===== config.mk =====
export PLATFORM = sky130hd
export DESIGN_NAME = ttdt_front
export DESIGN_NICKNAME = d
export VERILOG_FILES = /design/src/sv/ttdt_pkg.sv /design/src/sv/ttdt_front.sv
export SDC_FILE = /design/constraint.sdc
export NUM_CORES = 1
export LEC_CHECK = 0
export BUFFER_PORTS_ARGS = -buffer_cell sky130_fd_sc_hd__buf_2
export CAP_MARGIN = 5
export CORE_UTILIZATION = 35
export CTS_BUF_LIST = sky130_fd_sc_hd__clkbuf_2
export CTS_CLUSTER_DIAMETER = 100
export DETAILED_ROUTE_END_ITERATION = 7
export SETUP_SLACK_MARGIN = 0.4
export SLEW_MARGIN = 25
export SYNTH_ARGS = -nofsm -noshare
export SYNTH_HDL_FRONTEND = slang
export SYNTH_SLANG_ARGS = --single-unit
export TNS_END_PERCENT = 30

===== constraint.sdc =====
create_clock -name clk -period 7.45 [get_ports clk]
set_input_delay 1.49 -clock clk [delete_from_list [all_inputs] [get_ports clk]]
set_output_delay 1.49 -clock clk [all_outputs]
set_load 0.005 [all_outputs]

===== src/sv/ttdt_pkg.sv =====
// shared types and constants for the task tag dependency tracker
// no dependencies
package ttdt_pkg;

  localparam logic [1:0] OP_DECLARE  = 2'd0;
  localparam logic [1:0] OP_ADD_DEP  = 2'd1;
  localparam logic [1:0] OP_COMPLETE = 2'd2;
  localparam logic [1:0] OP_IGNORED  = 2'd3;

  localparam logic [1:0] ST_UNASSIGNED = 2'd0;
  localparam logic [1:0] ST_BLOCKED    = 2'd1;
  localparam logic [1:0] ST_READY      = 2'd2;
  localparam logic [1:0] ST_DONE       = 2'd3;

  localparam logic [1:0] ERR_NONE = 2'd0;
  localparam logic [1:0] ERR_FULL = 2'd1;
  localparam logic [1:0] ERR_ZERO = 2'd2;

  // command passed from front to back
  typedef struct packed {
    logic [1:0] op;
    logic [7:0] tag;
    logic [7:0] dep_tag;
    logic [7:0] count;
  } cmd_t;

endpackage


===== src/sv/ttdt_front.sv =====
// front end: accepts transactions into a small command queue
// depends on ttdt_pkg
module ttdt_front #(
  parameter int DEPTH = 2
) (
  input  logic            clk,
  input  logic            rst,
  input  logic            push,
  input  ttdt_pkg::cmd_t  push_cmd,
  output logic            full,
  input  logic            pop,
  output logic            empty,
  output ttdt_pkg::cmd_t  head
);
  localparam int AW = $clog2(DEPTH);

  ttdt_pkg::cmd_t     mem [DEPTH];
  logic [AW-1:0]      wr_ptr;
  logic [AW-1:0]      rd_ptr;
  logic [AW:0]        fill;

  assign full  = (fill == (AW+1)'(DEPTH));
  assign empty = (fill == '0);
  assign head  = mem[rd_ptr];

  // op 3 carries no work and is dropped here
  logic keep;
  assign keep = push && (push_cmd.op != ttdt_pkg::OP_IGNORED);

  always_ff @(posedge clk) begin
    if (keep) mem[wr_ptr] <= push_cmd;
  end

  always_ff @(posedge clk) begin
    if (rst) begin
      wr_ptr <= '0;
      rd_ptr <= '0;
      fill   <= '0;
    end else begin
      if (keep) wr_ptr <= (wr_ptr == AW'(DEPTH-1)) ? '0 : wr_ptr + 1'b1;
      if (pop)  rd_ptr <= (rd_ptr == AW'(DEPTH-1)) ? '0 : rd_ptr + 1'b1;
      fill <= fill + (AW+1)'(keep) - (AW+1)'(pop);
    end
  end
endmodule


# Word level (Yosys, flattened, before mapping)
# Memory sizes are Yosys's and may differ from the RTL's. A register that Yosys moved wholly into a read port is not among the register bits.
# Cells that the tools add are included.
# word_totals
out_inout_bits	28
input_bits	30
elab_cells	18
mem_bits_rw	52
n_memories	1
ff_bits	4
# memory_table
memory	depth	word_bits	rd	rd_clocked_by_memory_dff	wr	line	source
mem	2	26	1	1	1	ttdt_front.sv:17	ttdt_pkg::cmd_t mem [DEPTH];
# op_classes
reduce_logical	2
muxes	6
addsub	4
eq_ne	2
# ops
cell	n
two-way mux 1 bit	6
adder 1 bit, second input constant	2
adder 2 x 1 -> 2 bit	1
== test 2 bit, second input constant	1
logical NOT 2 bit	1
!= test 2 bit, second input constant	1
subtractor 2 x 1 -> 2 bit	1
logical AND 1 bit	1

# Logic depth before layout (Yosys ltp)
# Gate-level depths: netlist of run 1.
# logic_depth
ltp_word	4
depth_mapped	5
mapped_depth_nobuf	5

# Least setup slack after synthesis of run 1
# OpenSTA, ideal clock, no wires.
# synth_timing
path_type	input port to flip-flop
startpoint	input push
endpoint	memory mem[0][0] (netlist bit) (enable)
arrival_ps	2939
cell_stages	2
n_path_buf	0
path_slack_ps	4099
path_cell_list	a21boi_4 nor2b_1
# synth_between
elab_chain_cells	3
# synth_lines
element	line	source
start, declared	ttdt_front.sv:8	input logic push,
logical AND 1 bit	ttdt_front.sv:28	assign keep = push && (push_cmd.op != ttdt_pkg::OP_IGNORED);
two-way mux 1 bit	ttdt_front.sv:31	if (keep) mem[wr_ptr] <= push_cmd;
two-way mux 1 bit (implied by the code)	ttdt_front.sv:31	
end, declared	ttdt_front.sv:17	
# No other way between the ends.

==> out/metrics.yaml, run 1 <==
setup_path:
  cp_slowest_cell: "dfxtp_2"
  criticalPathCategory: "reg -> out"
  path_cells: "mux2_2 > buf_2"
  crit_fanout: 26
  required_ns: 5.96
  end_kind: "primary output"
  critPathLaunchType: "flip-flop"
  critPathArrivalTime_ns: 1.85
  reg2reg_from: "wr_ptr"
  cp_num_buf_inv: 1
  cpLargestDelayFamily: "flip-flops"
  critical_path.max_stage_delay_ns: 0.89
  reg2reg_slack_ns: 6.13
sta:
  fin_crit_ns: 3.34
  hold_violations: 0
  rsz0062_at_grt: "false"
  max_freq_mhz: 299
  fin_crit_sh_pct: 44.8
  finalMaxSlewViolations: 0
  clock_skew_ns: 0.0173
  fin_tns_setup_ns: 0
  finalSetupViolCount: 0
  worstMarginPinSlew_ns: 0.813
  slew_headroom_pct: 45.8
global_route:
  grt_overflow: 0
  grt_max_degree: 27
  grt_pass1_vias: 1191
  antenna_found_initial: 0
  grt_use_total_pct: 11.5
  grt_pass1_wl_microns: 5220
finish:
  insertedDiodeCount: 0
  mostFrequentLayoutCell: "buf_2"
  nets: 202
  final_cell_mix: "buf_2, edfxtp_1, mux2_4"
  layout-drive-gt1-share_pct: 57.4
  regArea_sq_um: 1660
  multi_input_area_sq_um: 493
  n_fill_cell: 542
  final_cell_area_sq_um: 2650
  area_growth_pct: 20.0
die:
  start_util_pct: 36.9
  core_sq_um: 5990
  die_area_sq_um: 6630
  die_h_microns: 81.5
  placementRows: 28
  die_width_microns: 81.5
  io_pins: 58
route:
  route.met3.wl_microns: 237
  routed_wl_microns: 3420
  wirelength_met1_microns: 1350
  final_antenna_net_count: 0
  drt_iter0_markers: 48
  num_vias: 1123
  wl_met2_microns: 1760
  wire_per_inst_microns: 13.6
  route.detailed.drc: 0
  vias_per_cell: 4.47
  highest_layer: "met4"
  dr.pass1.iters: 4
yosys:
  netlist-cell-type-count: 17
  synth_nets: 136
  yosysSeqAreaShare_pct: 75.2
  netlist_area_sq_um: 2210
  synthCells: 105
  yosys_warnings: 0
  syn_area_per_cell_sq_um: 21.0
  ys_ff_latch: 57
placement:
  port_buffers: 57
  place_area_sq_um: 2550
  dpl.hpwl_microns: 2380
  place_congestion: 0.673
clocking:
  cts-root-buf: "clkbuf_2"
  post_cts_resized: 0
  cts_tree: "done"
  cts_hold_buf: 0
  postCtsSetupBuffers: 0
  clk_pin_slew_ns: 0.12
  clock_path_buffers: 2
  clk_latency_ns: 0.43
  cts_max_level: 3
  cts_buffers: 9
  clock-sinks: 57
pwr:
  clockPowerShare_pct: 27.6
  combinationalPowerShare_pct: 12.1
  internal_power_mw: 0.493
  p_sw_share_pct: 22.4
  p_per_area_nw_per_um2: 240
  ir_drop_mv: 0.102
  seqPwrFrac_pct: 60.3
  leakagePower_nw: 1.05
  power.total_mw: 0.635
  p_switching_mw: 0.142
run_status:
  status: "completed"
run:
  maxCapViolations: 0
hold_path:
  hp-class: "reg -> reg"
  min-delay-start: "rd_ptr"
[through the flow]
stage               util, %  setup WS, ns  cells  hold WS, ns
floorplan                 -          4.10    105        0.480
global placement       42.5          4.25    235        0.504
detailed placement     42.6          4.53    235        0.501
CTS                    44.3          4.02    251        0.537
global route           44.3          3.95    251        0.593
finish                 44.3          4.11    251        0.536
[synth_stat cells]
| master | instances | area share, % |
|---|---|---|
| and2_1 | 1 | 0.28 |
| edfxtp_1 | 52 | 71 |
| mux2_4 | 20 | 14 |
| a21oi_1 | 1 | 0.23 |
| nor3b_1 | 1 | 0.34 |
| xnor2_1 | 3 | 1.2 |
| mux2_2 | 6 | 3.1 |
| xor2_1 | 1 | 0.40 |
| buf_12 | 2 | 1.8 |
| nor2b_1 | 2 | 0.57 |
| buf_6 | 1 | 0.51 |
| ha_1 | 1 | 0.57 |
| dfxtp_1 | 5 | 4.5 |
| nor2_1 | 5 | 0.85 |
| inv_1 | 2 | 0.34 |
| nand3_1 | 1 | 0.23 |
| a21boi_4 | 1 | 0.85 |
[flip-flops by register name (all words and copies together) (netlist names), named ones only]
name    flops
mem        52
wr_ptr      1
fill        2
rd_ptr      1
[path summary, 6_finish.rpt]
path / endpoint / depth (start not counted)
min: flip-flop / 2
min reg2reg: flip-flop / 2
max: head[25] / 2
max reg2reg: mem[1][23] / 1
[metal layers]
metal | global-route usage (%) | up-vias
met1 | 12.0 | 546
met5 | 0 | -
met2 | 19.3 | 37
met3 | 4.00 | 8
li1 | - | 532
met4 | 8.04 | 0
[kinds of logic (layout without fill, tap and decap cells)]
kind of cell / after synthesis / count (layout) / share of synthesized area [%]
compound gates: 2 / 2 / 1.08
flops: 57 / 57 / 75.2
fa+ha+maj: 1 / 1 / 0.566
xor+xnor: 4 / 4 / 1.59
mux: 26 / 26 / 16.6
simple gates: 10 / 10 / 2.27
buf+inv: 5 / 76 / 2.66
[power by group through the flow]
stage | registers, mW | logic (mW) | clock network (mW)
2_1_floorplan | 0.382 | 0.0562 | 0
3_3_place_gp | 0.390 | 0.0766 | 0
3_5_place_dp | 0.391 | 0.0787 | 0
4_1_cts | 0.384 | 0.0790 | 0.183
5_1_grt | 0.386 | 0.0848 | 0.196
6_report | 0.383 | 0.0770 | 0.175
[area by class of cell]
| class | instances | share of cell area, % |
|---|---|---|
| inverter | 2 | 0.283 |
| clock inverter | 5 | 1.75 |
| sequential | 57 | 62.7 |
| clock buffer | 11 | 2.08 |
| tap | 75 | 3.54 |
| timing repair buffer | 58 | 11.0 |
| multi-input combinational | 43 | 18.6 |
Note: power is estimated with default switching activity, not from simulation.
==> inputs of run 2 (changes only) <==
==> constraint.sdc (replaced) <==
create_clock -name clk -period 3.5 [get_ports clk]
set_input_delay 0.7 -clock clk [delete_from_list [all_inputs] [get_ports clk]]
set_output_delay 0.7 -clock clk [all_outputs]
set_load 0.005 [all_outputs]
==> run 2 against run 1 <==
Against the previous run: clock-buffer cell count is 2 lower; register-to-register slack lost 4.2 ns; global-route usage down 0.33 points; cell area fell by 0.90%; combinational power grew 110%; first-iteration DRC count fell by 35%; sequential cell count is the same; critical endpoint is now head[23]; highest routed layer unchanged.
==> out/metrics.yaml, run 2 (synthesized netlist as in run 1, its figures left out) <==
placement:
  port_buffers: 57  # unchanged
  place_area_sq_um: 2560  # +0.25%
  placed_cells: 236  # +0.43%
  place_congestion: 0.666  # -1.1%
  place_ws_ns: 1.19  # -3.34 ns
  dpl.hpwl_microns: 2350  # -1.1%
run:
  maxCapViolations: 0  # unchanged
route:
  num_vias: 1085  # -3.4%
  dr.pass1.iters: 4  # unchanged
  route.detailed.drc: 0  # unchanged
  vias_per_cell: 4.32  # -3.4%
  wire_per_inst_microns: 13.5  # -0.79%
  drt_iter0_markers: 31  # -35%
  final_antenna_net_count: 0  # unchanged
  routed_wl_microns: 3400  # -0.79%
pwr:
  p_switching_mw: 0.307  # +120%
  clockPowerShare_pct: 23.0  # -4.6 points
  power.total_mw: 1.27  # +100%
  internal_power_mw: 0.966  # +96%
  combinationalPowerShare_pct: 13.0  # +0.9 points
  ir_drop_mv: 0.255  # +150%
  seqPwrFrac_pct: 64.0  # +3.7 points
  leakagePower_nw: 1.04  # -0.95%
  p_per_area_nw_per_um2: 484  # +100%
  p_sw_share_pct: 24.1  # +1.8 points
clocking:
  cts_tree: "done"
  clock-sinks: 57  # unchanged
  cts-root-buf: "clkbuf_2"
  cts_buffers: 9  # unchanged
  post_cts_resized: 0  # unchanged
  cts_max_level: 3  # unchanged
  clk_latency_ns: 0.46  # +0.03 ns
  postCtsSetupBuffers: 0  # unchanged
  clk_pin_slew_ns: 0.16  # +0.04 ns
  clock_path_buffers: 2  # unchanged
  cts_hold_buf: 0  # unchanged
finish:
  layout-drive-gt1-share_pct: 56.8  # -0.57 points
  mostFrequentLayoutCell: "buf_2"
  top_regs: "mem x52, fill x2"
  n_fill_cell: 525  # -3.1%
  area_growth_pct: 18.9
  final_util_pct: 43.9  # -0.40 points
  finalNonFillerCells: 251  # unchanged
  largest_register_ffs: 52  # unchanged
  insertedDiodeCount: 0  # unchanged
  regArea_sq_um: 1660  # unchanged
  nets: 203  # +0.50%
  final_cell_mix: "buf_2, edfxtp_1, mux2_4"
  final_cell_area_sq_um: 2630  # -0.90%
  multi_input_area_sq_um: 492  # -0.25%
  largest-register: "mem"
sta:
  hold_violations: 0  # unchanged
  clock_skew_ns: 0.0176  # +0.000327 ns
  fin_crit_ns: 2.59
  finalWorstSetupSlack_ns: 0.912  # -3.20 ns
  finalMaxSlewViolations: 0  # unchanged
  worstMarginPinSlew_ns: 0.812  # -0.00129 ns
  fin_tns_setup_ns: 0  # unchanged
  fin_crit_sh_pct: 73.9
  hold_slack_ns: 0.418  # -0.117 ns
  rsz0062_at_grt: "false"
  max_freq_mhz: 386
  slew_headroom_pct: 45.9  # +0.086 points
  finalSetupViolCount: 0  # unchanged
setup_path:
  cp_slowest_cell: "dfxtp_2"
  crit_fanout: 26  # unchanged
  path_cells: "mux2_2 > buf_2"
  end_kind: "primary output"
  critical_path.max_stage_delay_ns: 0.88  # about the same
  critPathArrivalTime_ns: 1.89  # +0.04 ns
  critPathLaunchType: "flip-flop"
  cp_num_buf_inv: 1  # unchanged
  required_ns: 2.80  # -3.16 ns
  criticalPathCategory: "reg -> out"
  cpLargestDelayFamily: "flip-flops"
run_status:
  status: "completed"
die:
  die_area_sq_um: 6630  # unchanged
  io_pins: 58  # unchanged
  die_h_microns: 81.5  # unchanged
  die_width_microns: 81.5  # unchanged
  start_util_pct: 36.9  # unchanged
  placementRows: 28  # unchanged
  core_sq_um: 5990  # unchanged
global_route:
  use_met3_pct: 4.89  # +0.89 points
  top_usage_layer: "met2"
  globalRouteMet1Util_pct: 11.7  # -0.26 points
  grt_max_degree: 27  # unchanged
  grt_overflow: 0  # unchanged
  grt_pass1_wl_microns: 5000  # -4.1%
  grt_pass1_vias: 1114  # -6.5%
  grt_use_total_pct: 11.2  # -0.33 points
  antenna_found_initial: 0  # unchanged
  global_route.usage.met2_pct: 18.0  # -1.3 points
hold_path:
  hp-class: "in -> reg"
run 2: worst paths after layout:
kind	depth (start not counted)	start	slack (ns)	end
worst max-delay path	2	flip-flop	0.91	head[23]
worst min-delay path	1	push_cmd[7]	0.42	mem[1][7]
worst max register to register	2	wr_ptr	1.91	mem[1][19]
worst min register to register	2	rd_ptr	0.55	rd_ptr
run 2: worst register-to-register path: stages (launching register included):
cell and delay, ns:
dfxtp_1 0.40, and2_1 0.56, buf_4 0.34
run 2: area by class of cell:
type / instances / area share, %
Clock inverter: 6 / 1.00
Multi-Input combinational cell: 43 / 18.7
Sequential cell: 57 / 63.3
Tap cell: 75 / 3.57
Timing Repair Buffer: 59 / 11.4
Inverter: 2 / 0.286
Clock buffer: 9 / 1.71
run 2: metal layers:
| metal | up-vias | wire length, microns |
|---|---|---|
| met5 | - | 0 |
| met1 | 505 | 1400 |
| li1 | 532 | - |
| met4 | 0 | 68 |
| met3 | 8 | 247 |
| met2 | 40 | 1680 |
run 2: power by group through the flow:
| stage | clock [mW] | combinational [mW] | sequential, mW |
|---|---|---|---|
| final | 0.293 | 0.165 | 0.815 |
| after global routing | 0.335 | 0.182 | 0.821 |
| after CTS | 0.310 | 0.170 | 0.816 |
| after detailed placement | 0 | 0.169 | 0.832 |
| after global placement | 0 | 0.165 | 0.830 |
| after floorplan | 0 | 0.120 | 0.814 |
==> inputs of run 3 (changes only) <==
--- a/config.mk
+++ b/config.mk
@@ -5,6 +5,7 @@
 export SDC_FILE = /design/constraint.sdc
 export NUM_CORES = 1
 export LEC_CHECK = 0
+export ABC_AREA = 1
 export BUFFER_PORTS_ARGS = -buffer_cell sky130_fd_sc_hd__buf_2
 export CAP_MARGIN = 5
 export CORE_UTILIZATION = 35
==> constraint.sdc (replaced) <==
create_clock -name clk -period 2.6 [get_ports clk]
set_input_delay 0.52 -clock clk [delete_from_list [all_inputs] [get_ports clk]]
set_output_delay 0.52 -clock clk [all_outputs]
set_load 0.005 [all_outputs]
==> run 3 against run 2 <==
Against the previous run: hold slack got worse by 0.19 ns; largest cell class unchanged; routed wire length increased by 3.9%; critical endpoint is now head[25]; critical path depth increased by 1; worst setup slack got worse by 0.36 ns; sequential power increased by 31%; cell area increased by 1.3%; critical path type unchanged; synthesized cell count increased by 5.7%; via count increased by 5.6%; non-clock buffer count increased by 3; global-route usage increased by 0.65 points; clock skew increased by 0.0062 ns; highest routed layer unchanged; final cell count increased by 4.0%.
==> out/metrics.yaml, run 3 <==
sta:
  finalWorstSetupSlack_ns: 0.548  # -0.364 ns
  rsz0062_at_grt: "false"
  clock_skew_ns: 0.0238  # +0.00622 ns
  hold_violations: 0  # unchanged
  max_freq_mhz: 487
  finalMaxSlewViolations: 0  # unchanged
  fin_tns_setup_ns: 0  # unchanged
  fin_crit_ns: 2.05
  slew_headroom_pct: 77.5  # +32 points
  hold_slack_ns: 0.230  # -0.188 ns
  fin_crit_sh_pct: 78.9
  worstMarginPinSlew_ns: 0.338  # -0.474 ns
  finalSetupViolCount: 0  # unchanged
pwr:
  p_switching_mw: 0.403  # +31%
  internal_power_mw: 1.32  # +37%
  combinationalPowerShare_pct: 13.2  # +0.2 points
  p_per_area_nw_per_um2: 649  # +34%
  p_sw_share_pct: 23.3  # -0.81 points
  clockPowerShare_pct: 24.9  # +1.9 points
  leakagePower_nw: 1.09  # +4.6%
  ir_drop_mv: 0.252  # -1.3%
  power.total_mw: 1.73  # +36%
  seqPwrFrac_pct: 62.0  # -2.0 points
die:
  placementRows: 28  # unchanged
  io_pins: 58  # unchanged
  start_util_pct: 36.7  # -0.17 points
  die_width_microns: 81.3  # -0.22%
  die_area_sq_um: 6610  # -0.44%
  core_sq_um: 5990  # unchanged
  die_h_microns: 81.3  # -0.22%
setup_path:
  critPathArrivalTime_ns: 1.53  # -0.36 ns
  cp_slowest_cell: "dfxtp_4"
  path_cells: "buf_12 > mux2_2 > buf_2"
  crit_fanout: 19  # -27%
  critPathLaunchType: "flip-flop"
  criticalPathCategory: "reg -> out"
  end_kind: "primary output"
  critical_path.max_stage_delay_ns: 0.39  # -0.49 ns
  reg2reg_slack_ns: 1.37  # -0.54 ns
  reg2reg_depth: 3  # +1
  required_ns: 2.08  # -0.72 ns
global_route:
  grt_pass1_vias: 1173  # +5.3%
  grt_overflow: 0  # unchanged
  grt_use_total_pct: 11.8  # +0.65 points
  grt_pass1_wl_microns: 5240  # +4.7%
  grt_max_degree: 26  # -3.7%
  antenna_found_initial: 0  # unchanged
route:
  dr.pass1.iters: 4  # unchanged
  final_antenna_net_count: 0  # unchanged
  routed_wl_microns: 3530  # +3.9%
  num_vias: 1146  # +5.6%
  vias_per_cell: 4.39  # +1.6%
  route.detailed.drc: 0  # unchanged
  wire_per_inst_microns: 13.5  # about the same
  drt_iter0_markers: 52  # +68%
run:
  maxCapViolations: 0  # unchanged
finish:
  finalNonFillerCells: 261  # +4.0%
  final_util_pct: 44.4  # +0.58 points
  nets: 212  # +4.4%
  final_cell_area_sq_um: 2660  # +1.3%
  area_growth_pct: 21.0
  top_regs: "mem x52, fill x2"
  largest-register: "mem"
  multi_input_area_sq_um: 470  # -4.3%
  largest_register_ffs: 52  # unchanged
  insertedDiodeCount: 0  # unchanged
  mostFrequentLayoutCell: "buf_2"
  final_cell_mix: "buf_2, edfxtp_1, mux2_4"
  regArea_sq_um: 1670  # +0.15%
  n_fill_cell: 563  # +7.2%
  layout-drive-gt1-share_pct: 56.5  # -0.37 points
yosys:
  netlist.area_leader.share_pct: 71.0  # +0.32 points
  ys_ff_latch: 57  # unchanged
  synth_edf_count: 52  # unchanged
  syn_area_per_cell_sq_um: 19.8  # -5.8%
  netlist-cell-type-count: 14  # -3
  async_flop_share_pct: 0  # unchanged
  synth_top_cell_by_area: "edfxtp_1"
  netlist_area_sq_um: 2200  # -0.45%
  synth_flop_cell: "edfxtp_1"
  yosysSeqAreaShare_pct: 75.5  # +0.34 points
  synth.area.top_cells: "edfxtp_1, mux2_4, dfxtp_1, mux2_2, buf_12"
  synth_nets: 142  # +4.4%
  synthCells: 111  # +5.7%
  synth_common_cells: "edfxtp_1, mux2_4, nor2_1, mux2_2, nand2_1"
  yosys.cell_count.top_type: "edfxtp_1"
  yosys_warnings: 0  # unchanged
placement:
  place_area_sq_um: 2570  # +0.69%
  place_ws_ns: 0.860  # -0.326 ns
  place_congestion: 0.686  # +3.1%
  port_buffers: 57  # unchanged
  placed_cells: 244  # +3.4%
  dpl.hpwl_microns: 2520  # +7.1%
clocking:
  cts_max_level: 3  # unchanged
  clock_path_buffers: 2  # unchanged
  cts_buffers: 9  # unchanged
  clk_latency_ns: 0.46  # about the same
  clk_pin_slew_ns: 0.14  # -0.02 ns
  cts-root-buf: "clkbuf_2"
  clock-sinks: 57  # unchanged
  cts_tree: "done"
hold_path:
  hp-class: "in -> reg"
  worstHoldPathCells: 2  # +1
run_status:
  status: "completed"
==> run 3: logic make-up after synthesis <==
logic type / share of synthesized area [%]
flops: 75.5
simple gates: 2.73
compound gates: 0.455
xor+xnor: 0.797
buf+inv: 3.19
fa+ha+maj: 0.569
mux: 16.7
==> run 3: final timing paths <==
| kind | startpoint | end |
|---|---|---|
| setup / recovery | flip-flop | head[25] |
| hold / removal | rst | flip-flop |
| setup reg to reg | wr_ptr | mem[1][9] |
| hold reg to reg | rd_ptr | rd_ptr |
==> run 3: power groups by stage <==
stage | Sequential, mW | Combinational, mW | Clock [mW]
2_1_floorplan | 1.09 | 0.147 | 0
3_3_place_gp | 1.09 | 0.221 | 0
3_5_place_dp | 1.10 | 0.227 | 0
4_1_cts | 1.07 | 0.227 | 0.443
5_1_grt | 1.08 | 0.251 | 0.491
6_report | 1.07 | 0.227 | 0.429
==> run 3: critical path: cells and delay by family, from the launching register on <==
| family | cells | cell delay, ns |
|---|---|---|
| buffers and inverters | 2 | 0.32 |
| muxes | 1 | 0.36 |
| DFF | 1 | 0.39 |
==> run 3: what timing repair did <==
item | 4_1_cts | 5_1_grt
hold buffers | 0 | 0
cloned | 0 | 0
setup endpoints to repair | 1 | 2
setup buffers | 0 | 1
resized for setup | 1 | 0
pin swaps | 0 | 0
==> run 3: cell type report <==
class	instances	area share (%)
Sequential cell	57	62.5
Multi-Input combinational cell	46	17.7
Timing Repair Buffer	62	12.6
Tap cell	75	3.52
Clock buffer	14	2.63
Inverter	5	0.705
Clock inverter	2	0.329
==> run 3: per-layer routing <==
metal | track usage [%] | wire length, microns | part of all wire, % | vias up
li1 | - | - | - | 556
met1 | 11.6 | 1350 | 38 | 536
met2 | 20.2 | 1840 | 52 | 43
met3 | 4.83 | 240 | 6.8 | 11
met4 | 8.04 | 90 | 2.5 | 0
met5 | 0 | 0 | 0 | -
